==> src/design/cie94_sqrt_pipe.sv <==
module cie94_sqrt_pipe #(
  parameter int LANES = 1,
  parameter int RAD_W = 32
) (
  input  logic                              clk,
  input  logic                              rst_n,
  input  logic                              en,
  input  logic                              in_valid,
  input  logic [LANES-1:0][RAD_W-1:0]       radicand,
  output logic                              out_valid,
  output logic [LANES-1:0][RAD_W/2-1:0]     root
);

  localparam int STAGES = RAD_W / 2;
  localparam int HW     = RAD_W / 2;
  localparam int RMW    = HW + 3;

  logic [STAGES-1:0] v_r;
  logic [RMW-1:0]    rem_r    [STAGES][LANES];
  logic [HW-1:0]     root_r   [STAGES][LANES];
  logic [RAD_W-1:0]  rad_r    [STAGES][LANES];
  logic [RMW-1:0]    rem_nxt  [STAGES][LANES];
  logic [HW-1:0]     root_nxt [STAGES][LANES];
  logic [RAD_W-1:0]  rad_nxt  [STAGES][LANES];

  // One root bit per stage: take the next two radicand bits, try 4r+1
  always_comb begin
    logic [RMW-1:0]   rem_s;
    logic [HW-1:0]    root_s;
    logic [RAD_W-1:0] rad_s;
    logic [RMW-1:0]   rem_sh;
    logic [RMW-1:0]   trial;
    logic             ge;
    for (int k = 0; k < STAGES; k++) begin
      for (int l = 0; l < LANES; l++) begin
        if (k == 0) begin
          rem_s  = '0;
          root_s = '0;
          rad_s  = radicand[l];
        end else begin
          rem_s  = rem_r[k-1][l];
          root_s = root_r[k-1][l];
          rad_s  = rad_r[k-1][l];
        end
        rem_sh = {rem_s[RMW-3:0], rad_s[RAD_W-1 -: 2]};
        trial  = RMW'({root_s, 2'b01});
        ge     = (rem_sh >= trial);
        rem_nxt[k][l]  = ge ? (rem_sh - trial) : rem_sh;
        root_nxt[k][l] = {root_s[HW-2:0], ge};
        rad_nxt[k][l]  = {rad_s[RAD_W-3:0], 2'b00};
      end
    end
  end

  always_ff @(posedge clk) begin
    if (!rst_n) begin
      v_r <= '0;
    end else if (en) begin
      v_r <= {v_r[STAGES-2:0], in_valid};
    end
  end

  always_ff @(posedge clk) begin
    if (en) begin
      for (int k = 0; k < STAGES; k++) begin
        for (int l = 0; l < LANES; l++) begin
          rem_r[k][l]  <= rem_nxt[k][l];
          root_r[k][l] <= root_nxt[k][l];
          rad_r[k][l]  <= rad_nxt[k][l];
        end
      end
    end
  end

  assign out_valid = v_r[STAGES-1];

  always_comb begin
    for (int l = 0; l < LANES; l++) begin
      root[l] = root_r[STAGES-1][l];
    end
  end

endmodule

==> config.mk <==
export PLATFORM = sky130hd
export DESIGN_NAME = cie94_sqrt_pipe
export DESIGN_NICKNAME = d
export VERILOG_FILES = /design/src/design/cie94_sqrt_pipe.sv
export SDC_FILE = /design/constraint.sdc
export NUM_CORES = 1
export LEC_CHECK = 0
export BUFFER_PORTS_ARGS = -buffer_cell sky130_fd_sc_hd__buf_2
export CELL_PAD_IN_SITES_DETAIL_PLACEMENT = 1
export CELL_PAD_IN_SITES_GLOBAL_PLACEMENT = 1
export CORE_MARGIN = 10
export CORE_UTILIZATION = 53
export DETAILED_ROUTE_END_ITERATION = 7
export HOLD_SLACK_MARGIN = 0.12
export PLACE_DENSITY_LB_ADDON = 0.3
export SLEW_MARGIN = 20
export SYNTH_ARGS = -nofsm -noshare
export SYNTH_HDL_FRONTEND = slang
export SYNTH_SLANG_ARGS = --single-unit
==> constraint.sdc <==
create_clock -name clk -period 3 [get_ports clk]
set_input_delay 0.6 -clock clk [delete_from_list [all_inputs] [get_ports clk]]
set_output_delay 0.6 -clock clk [all_outputs]
set_load 0.1 [all_outputs]
=== Yosys cells after proc, flatten, opt, wreduce, memory -nomap -nowiden ===
Memory sizes are Yosys's and may differ from the RTL's.
Index checks and enable logic that the tools add are counted.

* Register bits: 16
* RAM bits: 1040
* Input bits: 36
* Logic and storage cells: 54
* Memories kept: 3

* $add $sub $neg: 16
* Magnitude comparators: 16
* Mux-type cells: 18

{| class="wikitable"
|+ Memory list
! name !! depth !! bits a word !! read ports !! clocked after Yosys merged registers in !! wr ports !! line !! source
|-
| rad_r || 16 || 30 || 15 || 0 || 16 || 21 || <nowiki>logic [RAD_W-1:0] rad_r [STAGES][LANES];</nowiki>
|-
| rem_r || 16 || 19 || 15 || 0 || 16 || 19 || <nowiki>logic [RMW-1:0] rem_r [STAGES][LANES];</nowiki>
|-
| root_r || 16 || 16 || 16 || 0 || 16 || 20 || <nowiki>logic [HW-1:0] root_r [STAGES][LANES];</nowiki>
|}

{| class="wikitable"
|+ Operator list
! operator !! number
|-
| $mux W19 || 16
|-
| $ge A19 B18 Y1 || 15
|-
| $sub A19 B18 Y19 || 15
|-
| $sub A2 B1 Y3 const B || 1
|-
| $ge A2 B1 Y1 const B || 1
|-
| $mux W1 || 2
|}

=== Logic depth before layout (Yosys ltp) ===
Gate-level depths: netlist of the first run.
An unclocked memory read counts as a cell.

* Word-level depth: 3
* Depth in mapped cells: 11
* Mapped depth without buffers: 8

=== Least setup slack after synthesis of the first run ===
No wires, ideal clock.

* Kind: register to register
* From: memory rem_r[1][99] (netlist name)
* To: memory rem_r[1][123] (netlist name) (data pin)
* Arrival time: 2307 ps
* Slack: 432 ps
* Stages on the path, launching flop included: 10
* Path buffers: 2
* Clock period less this slack: 2568 ps
* Path through: edfxtp_1 > ha_1 > a21o_1 > a41o_1 > a211oi_4 > a21oi_2 > or2_1 > buf_6 > buf_12 > mux2_4

{| class="wikitable"
|+ RTL lines
! what !! line
|-
| from (decl) || 19
|}

==> impl_results.md, run 1 <==
* PD cells at 700 mW/mm^2
* H-tree depth at 3
* Hold depth at 1
* Mapped Cells at about 2200
* Final #Nets at 2556
* Avg Cell Area, Syn at roughly 13 sq um
* Ys async rst share at 0%
* Synth-to-Final Area Change at 12.2%
* Fin util at between 50% and 60%
* Clock Sinks at 629
* Final Cycle Share at a little over nine tenths
* Postcts setup bufs at 0
* First-pass GRT wire length at about 110000 um
* Die height at ~260 um
* Detailed placement HPWL at about 46000 um
* Max rail drop VDD at 0.000635 V
* GRT Total Usage at 20.4%
* Endpoints failing setup at 0
* Initial cell density of the core at a little over half
* Met3 GRT Util at just under 3%
* Hold Buf Count CTS at 0
* Post-route worst setup slack at around 140 ps
* Syn_nets at 2421
* Switching power at between 6 and 7 mW
* Dpl ws at 30.9 ps
* DRT Pass-1 Iters at 5
* Multi-input logic area at approximately 0.0097 sq mm
* Reg2Reg Capture Point: rem_r[0][80]$_DFFE_PP_
* Sequential-to-total area share from yosys stat at 63.9%
* Int Pwr at roughly 17 mW
* Worst hold slack at about 170 ps
* Worst Hold Class: in -> reg
* Synth Warn # at 0
* Worst setup SP type: flip-flop
* Largest net degree at the start of global routing at 84
* Fmax at around 0.35 GHz
* Switching Fraction at about 27%
* Rows at 86
* Post-synth EDFFs at around 610
* Logic pwr share at roughly 17%
* Routed len/inst at 20.8 um
* Reg power frac at between 40% and 50%
* Setup TNS at 0 ps
* Core box area at between 0.05 and 0.06 sq mm
* CTS tree: built
* Slew HR at slightly below 50%
* DR iter-0 viols at between 1000 and 1500
* Clock Latency Late Sink at 610 ps
* Grt met2 use at between 30% and 40%
* TritonCTS Buffers at 69
* Vias at roughly 18000
* CTS Root Cell: clkbuf_16
* Hold endpoint: rad_r[0][1]$_DFFE_PP_
* Placed insts at 3001
* Clock slew at reported path FFs at around 60 ps
* Max-slew violation count at 0
* Vias per inst at 5.73
* Arrival @ worst endpoint at around 3200 ps
* Post-synth top cells: 613 x edfxtp_1, 191 x inv_1, 152 x ha_1, 152 x nor2_1, 123 x a21oi_1
* Crit Path Category: reg -> reg
* Number of diodes at 0
* Top-count cell post-synth: edfxtp_1
* Clock Power Share at about a third
* Final min period at 2860 ps
* Final Hold Viols at 0
* Fin cells at 3120
* Min-delay src: radicand[1]
* Lkg Pwr at about 13 nW
* DIE AREA at between 0.06 and 0.07 sq mm
* Yosys reg bits at approximately 630
* Reg-to-reg critical path startpoint: root_r[0][48]$_DFFE_PP_
* Share of layout cells above drive strength 1 at a little over a tenth
* # fillers at 5358
* Worst-Margin Slew at 745 ps
* DRC violations left at 0
* Outcome: complete, no violations
* Crit Path Max Fanout at 14
* Max_cap viols at 0
* Max Buffers Root-to-Sink at 3
* Antenna Nets Post-Route at 0
* Post-Route WL at approximately 65000 um
* Grt ovf at 0
* Register area at approximately 0.019 sq mm
* Global route hottest layer: met2
* Die Wd at approximately 260 um
* Met1 Usage GRT at approximately a quarter
* Post-synth top area cell: edfxtp_1
* Routability congestion estimate at between 0.8 and 0.9
* IO Count at 53
* Port Buffers at 52
* Worst r2r path cells at 8
* Initial antenna violation count at 0
* Post-synth top area share at between 60% and 70%
* Worst Skew at roughly 27 ps
* Vias in the first global route at 19387
* Required time worst endpoint at around 3300 ps
* Crit end category: flip-flop
* Synth top area cells: edfxtp_1 63%, ha_1 6.5%, xnor2_1 2.8%
* Syn Std Cell Area at a little under 0.03 sq mm
* Top_reg_cell synth: edfxtp_1
* RSZ-0062 raised after global routing: true
* Unique cell type count in the Yosys netlist at 86
* Worst R2R Setup Slack at between 100 and 150 ps
==> power by group through the flow <==
stage / combinational [mW] / clock [mW] / sequential, mW
6_report: 3.84 / 7.84 / 11.3
5_1_grt: 4.27 / 8.39 / 11.4
4_1_cts: 3.84 / 8.03 / 11.4
3_5_place_dp: 3.78 / 0 / 11.5
3_3_place_gp: 3.58 / 0 / 11.5
2_1_floorplan: 2.60 / 0 / 11.4
==> cell families (layout without fill, tap and decap cells) <==
kind of cell	count (synthesis)	in the layout	synth area share, %
DFF	629	629	63.9
adders and majority gates	152	152	6.49
xor gates and xnor gates	160	160	4.78
and+or+nand+nor	570	570	10.0
buffers and inverters	231	414	3.13
other	1	1	0.0128
muxes	62	62	2.33
AOI/OAI and AO/OA	428	428	9.36
==> sequential cells by signal, summed over array words and instances (netlist names) <==
signal	cells
rad_r	240
rem_r	237
v_r	16
root_r	136
==> layout make-up <==
cell class                      instances  share of cell area [%]
Clock buffer                           93                    5.62
Clock inverter                         26                   0.651
Inverter                              191                    2.18
Multi-Input combinational cell       1373                    29.4
Sequential cell                       629                    56.9
Tap cell                              704                    2.68
Timing Repair Buffer                  104                    2.50
==> layout by cell type, fill, tap and decap left out, types with 29 or more instances in the layout <==
master,Yosys,layout
o21ai_0,103,103
edfxtp_1,613,613
a21oi_1,123,122
nand3_1,42,42
xor2_1,66,66
xnor2_1,94,94
ha_1,152,152
a21o_1,32,32
buf_2,14,51
nor2b_1,40,40
clkbuf_16,0,70
nand2_1,107,107
nor2_1,152,152
o21a_1,31,31
nor3_1,50,50
buf_4,2,39
inv_1,191,191
mux2_2,29,29
==> per-stage QoR <==
step	area [sq um]	total power, mW
floorplan	29300	14.0
global placement	30800	15.0
detailed placement	30800	15.3
CTS	32900	23.2
global route	32900	24.1
finish	32900	23.0
==> per-layer routing <==
metal,up-vias,routed length [um]
met5,-,0
met4,0,1390
met2,298,32200
li1,8558,-
met3,101,2550
met1,8924,28900
==> worst max-delay path, stage by stage, from the launching register on <==
cell      delay [ps]
edfxtp_1         380
inv_1             60
ha_1             360
o21a_1           160
o21ai_0          410
a211o_1          310
nand3_1          500
nor2_1           310
a21oi_1           90
==> worst max path at each step <==
stage | from | to | slack (ps) | cells after the start
2_1_floorplan | rem_r[1][99]$_DFFE_PP_ | rem_r[1][123]$_DFFE_PP_ | 430 | 9
3_3_place_gp | root_r[1][52]$_DFFE_PP_ | rem_r[1][91]$_DFFE_PP_ | 290 | 8
3_5_place_dp | root_r[1][52]$_DFFE_PP_ | rem_r[1][91]$_DFFE_PP_ | 30 | 8
4_1_cts | root_r[1][52]$_DFFE_PP_ | rem_r[1][91]$_DFFE_PP_ | 3 | 8
5_1_grt | root_r[1][52]$_DFFE_PP_ | rem_r[1][91]$_DFFE_PP_ | -70 | 8
6_report | root_r[0][48]$_DFFE_PP_ | rem_r[0][80]$_DFFE_PP_ | 140 | 8
==> repair_timing <==
item                       in CTS  in global routing
hold endpoints to repair        0                  0
setup endpoints to repair       0                 15
gates resized for setup         0                  3
(Power assumes the default switching activity.)
==> run 2, diff against run 1 <==
- CELL_PAD_IN_SITES_DETAIL_PLACEMENT: 1 -> 0
- CORE_MARGIN: 10 -> 3
==> impl_results.md, run 2 (same netlist as run 1, synthesis figures left out) <==
* Outcome: complete, no violations
* Die Wd at 241 um (-5.5%)
* Antenna Nets Post-Route at 0 (unchanged)
* Reg power frac at 49.5% (+0.2 points)
* Slew HR at 51.4% (+1.7 points)
* Endpoints failing setup at 0 (unchanged)
* Number of flip-flops in the largest register at 240 (unchanged)
* Crit Path Category: reg -> reg
* GRT Total Usage at 18.4% (-2.0 points)
* H-tree depth at 3 (unchanged)
* Vias per inst at 5.56 (-3.0%)
* Routability congestion estimate at 0.863 (-1.8%)
* Synth-to-Final Area Change at 11.9%
* Number of diodes at 0 (unchanged)
* Worst Hold Class: in -> reg
* TritonCTS Buffers at 67 (-2.9%)
* Final min period at 2800 ps (-58.6 ps)
* Hold depth at 1 (unchanged)
* Worst setup SP type: flip-flop
* DR iter-0 viols at 1103 (+4.5%)
* Final #Nets at 2541 (-0.59%)
* RSZ-0062 raised after global routing: false
* Post-route cell area at 0.0328 sq mm (-0.27%)
* Reg-to-reg critical path startpoint: rem_r[1][61]$_DFFE_PP_
* First-pass GRT wire length at 85400 um (-19%)
* Setup TNS at 0 ps (unchanged)
* Reg with most FFs: rad_r
* Clock Latency Late Sink at 610 ps (about the same)
* Die height at 241 um (-5.5%)
* IO Count at 53 (unchanged)
* Vias in the first global route at 16556 (-15%)
* Grt ovf at 0 (unchanged)
* Arrival @ worst endpoint at 3140 ps (-30 ps)
* Max_cap viols at 0 (unchanged)
* Crit Path Max Fanout at 12 (-2)
* Placed Area at 0.0307 sq mm (-0.51%)
* Crit end category: flip-flop
* Max-slew violation count at 0 (unchanged)
* Lkg Pwr at 12.7 nW (-0.45%)
* Worst r2r path cells at 7 (-1)
* Largest net degree at the start of global routing at 83 (-1.2%)
* DIE AREA at 0.0582 sq mm (-11%)
* Hold Buf Count CTS at 0 (unchanged)
* Initial antenna violation count at 1 (+1)
* Worst Skew at 29.3 ps (+2.20 ps)
* Post-Route WL at 52600 um (-19%)
* Min-delay src: radicand[5]
* Rows at 85 (-1.2%)
* Int Pwr at 16.9 mW (+0.37%)
* Logic pwr share at 15.8% (-0.9 points)
* Worst-Margin Slew at 725 ps (-19.5 ps)
* Clock slew at reported path FFs at 60 ps (about the same)
* CTS tree: built
* CTS Root Cell: clkbuf_16
* PD cells at 697 mW/mm^2 (-0.43%)
* Largest regs: rad_r (240), rem_r (237), root_r (136)
* Clock Power Share at 34.7% (+0.7 points)
* Max Buffers Root-to-Sink at 3 (unchanged)
* DRC violations left at 0 (unchanged)
* Switching power at 5.97 mW (-3.6%)
* Port Buffers at 52 (unchanged)
* Switching Fraction at 26.1% (-0.79 points)
* Initial cell density of the core at 54.0% (+0.63 points)
* Most common cell after layout, fill and taps aside: edfxtp_1
* Max rail drop VDD at 0.000523 V (-18%)
* Required time worst endpoint at 3340 ps (+30 ps)
* Final Cycle Share at 93.4% (-2.0 points)
* Reg2Reg Capture Point: rem_r[1][78]$_DFFE_PP_
* Fmax at 0.357 GHz (+2.1%)
* Vias at 17220 (-3.7%)
* Share of layout cells above drive strength 1 at 10.4% (-0.23 points)
* Commonest cells after routing, fill and taps aside: 613 x edfxtp_1, 191 x inv_1, 152 x nor2_1, 152 x ha_1, 122 x a21oi_1
* Clock Sinks at 629 (unchanged)
* # fillers at 4190 (-22%)
* Core box area at 0.0542 sq mm (-1.2%)
* Worst R2R Setup Slack at 200 ps (+60 ps)
* Detailed placement HPWL at 37500 um (-18%)
* Hold endpoint: rad_r[0][5]$_DFFE_PP_
* DRT Pass-1 Iters at 5 (unchanged)
* Final Hold Viols at 0 (unchanged)
* Routed len/inst at 17.0 um (-18%)
## run 2: cell count changes in the layout (fill, tap and decap cells not counted), moves of 2 or more
cell / before / now
clkinv_16: 1 / 3
inv_16: 0 / 2
clkinv_8: 4 / 2
bufinv_16: 1 / 4
clkbuf_1: 22 / 16
clkinvlp_4: 0 / 3
clkbuf_16: 70 / 67
buf_12: 13 / 9
clkinv_2: 7 / 10
buf_4: 39 / 30
## run 2: repair_timing
action	4_1_cts	5_1_grt
endpoints found under the setup margin	0	4
setup buffers	0	0
resized for setup	0	2
## run 2: cell type report
cell class | count | area, sq um | area share [%]
clock buffer | 83 | 1740 | 5.30
clock inverter | 35 | 397 | 1.21
multi-input combinational | 1373 | 9670 | 29.5
tap | 696 | 871 | 2.66
sequential | 629 | 18700 | 57.1
timing repair buffer | 91 | 676 | 2.06
inverter | 191 | 717 | 2.19
## run 2: per-stage QoR
step	hold slack (ps)	setup slack, ps	utilization (%)	std cells	total power [mW]
after global routing	134	16.5	60.5	3098	24.0
after floorplan	400	432	-	2233	14.0
final	168	197	60.5	3098	22.9
after detailed placement	405	114	56.5	2980	15.1
after CTS	123	96.3	60.5	3098	23.1
after global placement	401	160	56.5	2980	15.0
## run 2: layer usage
layer / global-route usage [%] / up-vias / part of all wire, % / wire, um
met3: 3.84 / 86 / 4.7 / 2490
met2: 28.8 / 348 / 46 / 24000
met1: 26.3 / 8269 / 47 / 24900
met4: 5.32 / 0 / 2.4 / 1280
met5: 0 / - / 0 / 0
li1: - / 8517 / - / -
## run 2: power by group through the flow
| stage | registers [mW] | logic (mW) | clock network (mW) |
|---|---|---|---|
| 2_1_floorplan | 11.4 | 2.60 | 0 |
| 3_3_place_gp | 11.5 | 3.52 | 0 |
| 3_5_place_dp | 11.5 | 3.57 | 0 |
| 4_1_cts | 11.3 | 3.60 | 8.18 |
| 5_1_grt | 11.4 | 4.04 | 8.52 |
| 6_report | 11.3 | 3.60 | 7.94 |
## run 2: worst max-delay path by stage
stage,startpoint,to,slack (ps)
2_1_floorplan,rem_r[1][99]$_DFFE_PP_,rem_r[1][123]$_DFFE_PP_,430
3_3_place_gp,root_r[1][52]$_DFFE_PP_,rem_r[1][91]$_DFFE_PP_,160
3_5_place_dp,rem_r[1][61]$_DFFE_PP_,rem_r[1][91]$_DFFE_PP_,110
4_1_cts,rem_r[1][61]$_DFFE_PP_,rem_r[1][91]$_DFFE_PP_,100
5_1_grt,root_r[1][69]$_DFFE_PP_,rem_r[1][103]$_DFFE_PP_,20
6_report,rem_r[1][61]$_DFFE_PP_,rem_r[1][78]$_DFFE_PP_,200
## run 2: critical path: stages (launching register included)
cell      delay [ps]
edfxtp_1         400
ha_1             380
o21ai_1          160
a211oi_1         450
a21oi_2          180
o41ai_4          570
buf_4            290
a21oi_1           90
==> run 3, diff against run 2 <==
- BUFFER_PORTS_ARGS: -buffer_cell sky130_fd_sc_hd__buf_2 -> -buffer_cell sky130_fd_sc_hd__clkbuf_2
- clock period: 3 -> 2.9 ns (I/O delays scaled with it)
==> impl_results.md, run 3 (same netlist as run 1, synthesis figures left out) <==
* Most common cell after layout, fill and taps aside: edfxtp_1
* Vias at 17340 (+0.70%)
* Worst-Margin Slew at 764 ps (+38.7 ps)
* Max_cap viols at 0 (unchanged)
* RSZ-0062 raised after global routing: false
* Fin util at 60.9% (+0.44 points)
* Max rail drop VDD at 0.000493 V (-5.8%)
* Core box area at 0.0542 sq mm (unchanged)
* Final Cycle Share at 97.3% (+3.9 points)
* Port Buffers at 52 (unchanged)
* CTS Root Cell: clkbuf_16
* Required time worst endpoint at 3230 ps (-110 ps)
* Grt ovf at 0 (unchanged)
* Worst R2R Setup Slack at 80 ps (-120 ps)
* Number of diodes at 0 (unchanged)
* Final #Nets at 2555 (+0.55%)
* Max Buffers Root-to-Sink at 3 (unchanged)
* First-pass GRT wire length at 85300 um (-0.11%)
* Number of flip-flops in the largest register at 240 (unchanged)
* Crit Path Category: reg -> reg
* Vias in the first global route at 16750 (+1.2%)
* Worst Skew at 26.7 ps (-2.60 ps)
* Endpoints failing setup at 0 (unchanged)
* Routed len/inst at 16.8 um (-1.4%)
* Outcome: complete, no violations
* Initial cell density of the core at 54.0% (unchanged)
* Initial antenna violation count at 0 (-1)
* Commonest cells after routing, fill and taps aside: 613 x edfxtp_1, 191 x inv_1, 152 x nor2_1, 152 x ha_1, 122 x a21oi_1
* TritonCTS Buffers at 67 (unchanged)
* Clock Latency Late Sink at 600 ps (about the same)
* Worst r2r path cells at 9 (+2)
* Crit Path Max Fanout at 6 (-6)
* Die Wd at 241 um (unchanged)
* Crit end category: flip-flop
* Clock Sinks at 629 (unchanged)
* Rows at 85 (unchanged)
* Slew HR at 48.4% (-3.0 points)
* Post-Route WL at 52100 um (-1.0%)
* Antenna Nets Post-Route at 0 (unchanged)
* Hold depth at 1 (unchanged)
* Lkg Pwr at 12.8 nW (+1.1%)
* PD cells at 731 mW/mm^2 (+4.8%)
* H-tree depth at 3 (unchanged)
* DIE AREA at 0.0582 sq mm (unchanged)
* Worst setup SP type: flip-flop
* GRT Total Usage at 18.2% (-0.25 points)
* Fmax at 0.354 GHz (-0.69%)
* Detailed placement HPWL at 36900 um (-1.6%)
* Die height at 241 um (unchanged)
* Reg with most FFs: rad_r
* Vias per inst at 5.58 (+0.34%)
* Routability congestion estimate at 0.893 (+3.4%)
* Share of layout cells above drive strength 1 at 11.0% (+0.53 points)
* Clock slew at reported path FFs at 60 ps (about the same)
* Final Hold Viols at 0 (unchanged)
* Worst Hold Class: in -> reg
* Worst hold slack at 160 ps (-8.39 ps)
* DRT Pass-1 Iters at 5 (unchanged)
* Arrival @ worst endpoint at 3150 ps (about the same)
* DR iter-0 viols at 1112 (+0.82%)
* DRC violations left at 0 (unchanged)
* IO Count at 53 (unchanged)
* Max-slew violation count at 0 (unchanged)
* Largest net degree at the start of global routing at 93 (+12%)
* Largest regs: rad_r (240), rem_r (237), root_r (136)
* CTS tree: built
* Final min period at 2820 ps (+19.4 ps)
* Synth-to-Final Area Change at 12.7%
## run 3: what timing repair did
item,4_1_cts,5_1_grt
pin swaps,1,3
buffers inserted,2,2
gates resized for setup,1,7
hold buffers,3,0
endpoints found under the hold margin,3,0
setup endpoints to repair,2,15
## run 3: final timing paths
kind | start | end
worst max-delay path | root_r[1][69]$_DFFE_PP_ | rem_r[1][111]$_DFFE_PP_
worst min-delay path | radicand[16] | rad_r[0][16]$_DFFE_PP_
worst max register to register | root_r[1][69]$_DFFE_PP_ | rem_r[1][111]$_DFFE_PP_
worst min register to register | rad_r[0][130]$_DFFE_PP_ | rad_r[0][162]$_DFFE_PP_
## run 3: report_power, final
part	leakage, nW	switching, mW	internal [mW]
Clock	1.09	3.43	5.24
Combinational	5.72	2.14	1.65
Sequential	6.00	0.526	11.2
Total	12.8	6.09	18.1
## run 3: stage by stage
step                      cells  setup slack [ps]  area (sq um)  power (mW)  TNS [ps]
after detailed placement   2987             -55.1         30700        15.6     -55.1
after floorplan            2233               332         29300        14.5         0
final                      3109              77.4         33000        24.1         0
after global routing       3109              1.51         33000        25.3         0
after global placement     2987              45.3         30700        15.5         0
after CTS                  3107              46.2         33000        24.4         0
## run 3: layout make-up
type	count	area, sq um
inverter	191	717
clock buffer	81	1750
clock inverter	34	494
timing repair buffer	105	792
sequential	629	18700
multi-input combinational	1373	9680
fill	4156	21200
tap	696	871
## run 3: critical path: stages, from the launching register on
cell	delay [ps]
edfxtp_1	430
inv_1	70
ha_1	380
and3_1	310
and3_1	250
a2111oi_2	360
o211a_1	320
buf_4	150
nor2_1	30
mux2_2	260
## run 3: metal layers
layer	wire [um]	vias up	GRT usage, %
met5	0	-	0
met4	1420	0	5.88
met3	2430	94	3.23
met2	23400	360	27.8
met1	24900	8299	26.6
li1	-	8587	-
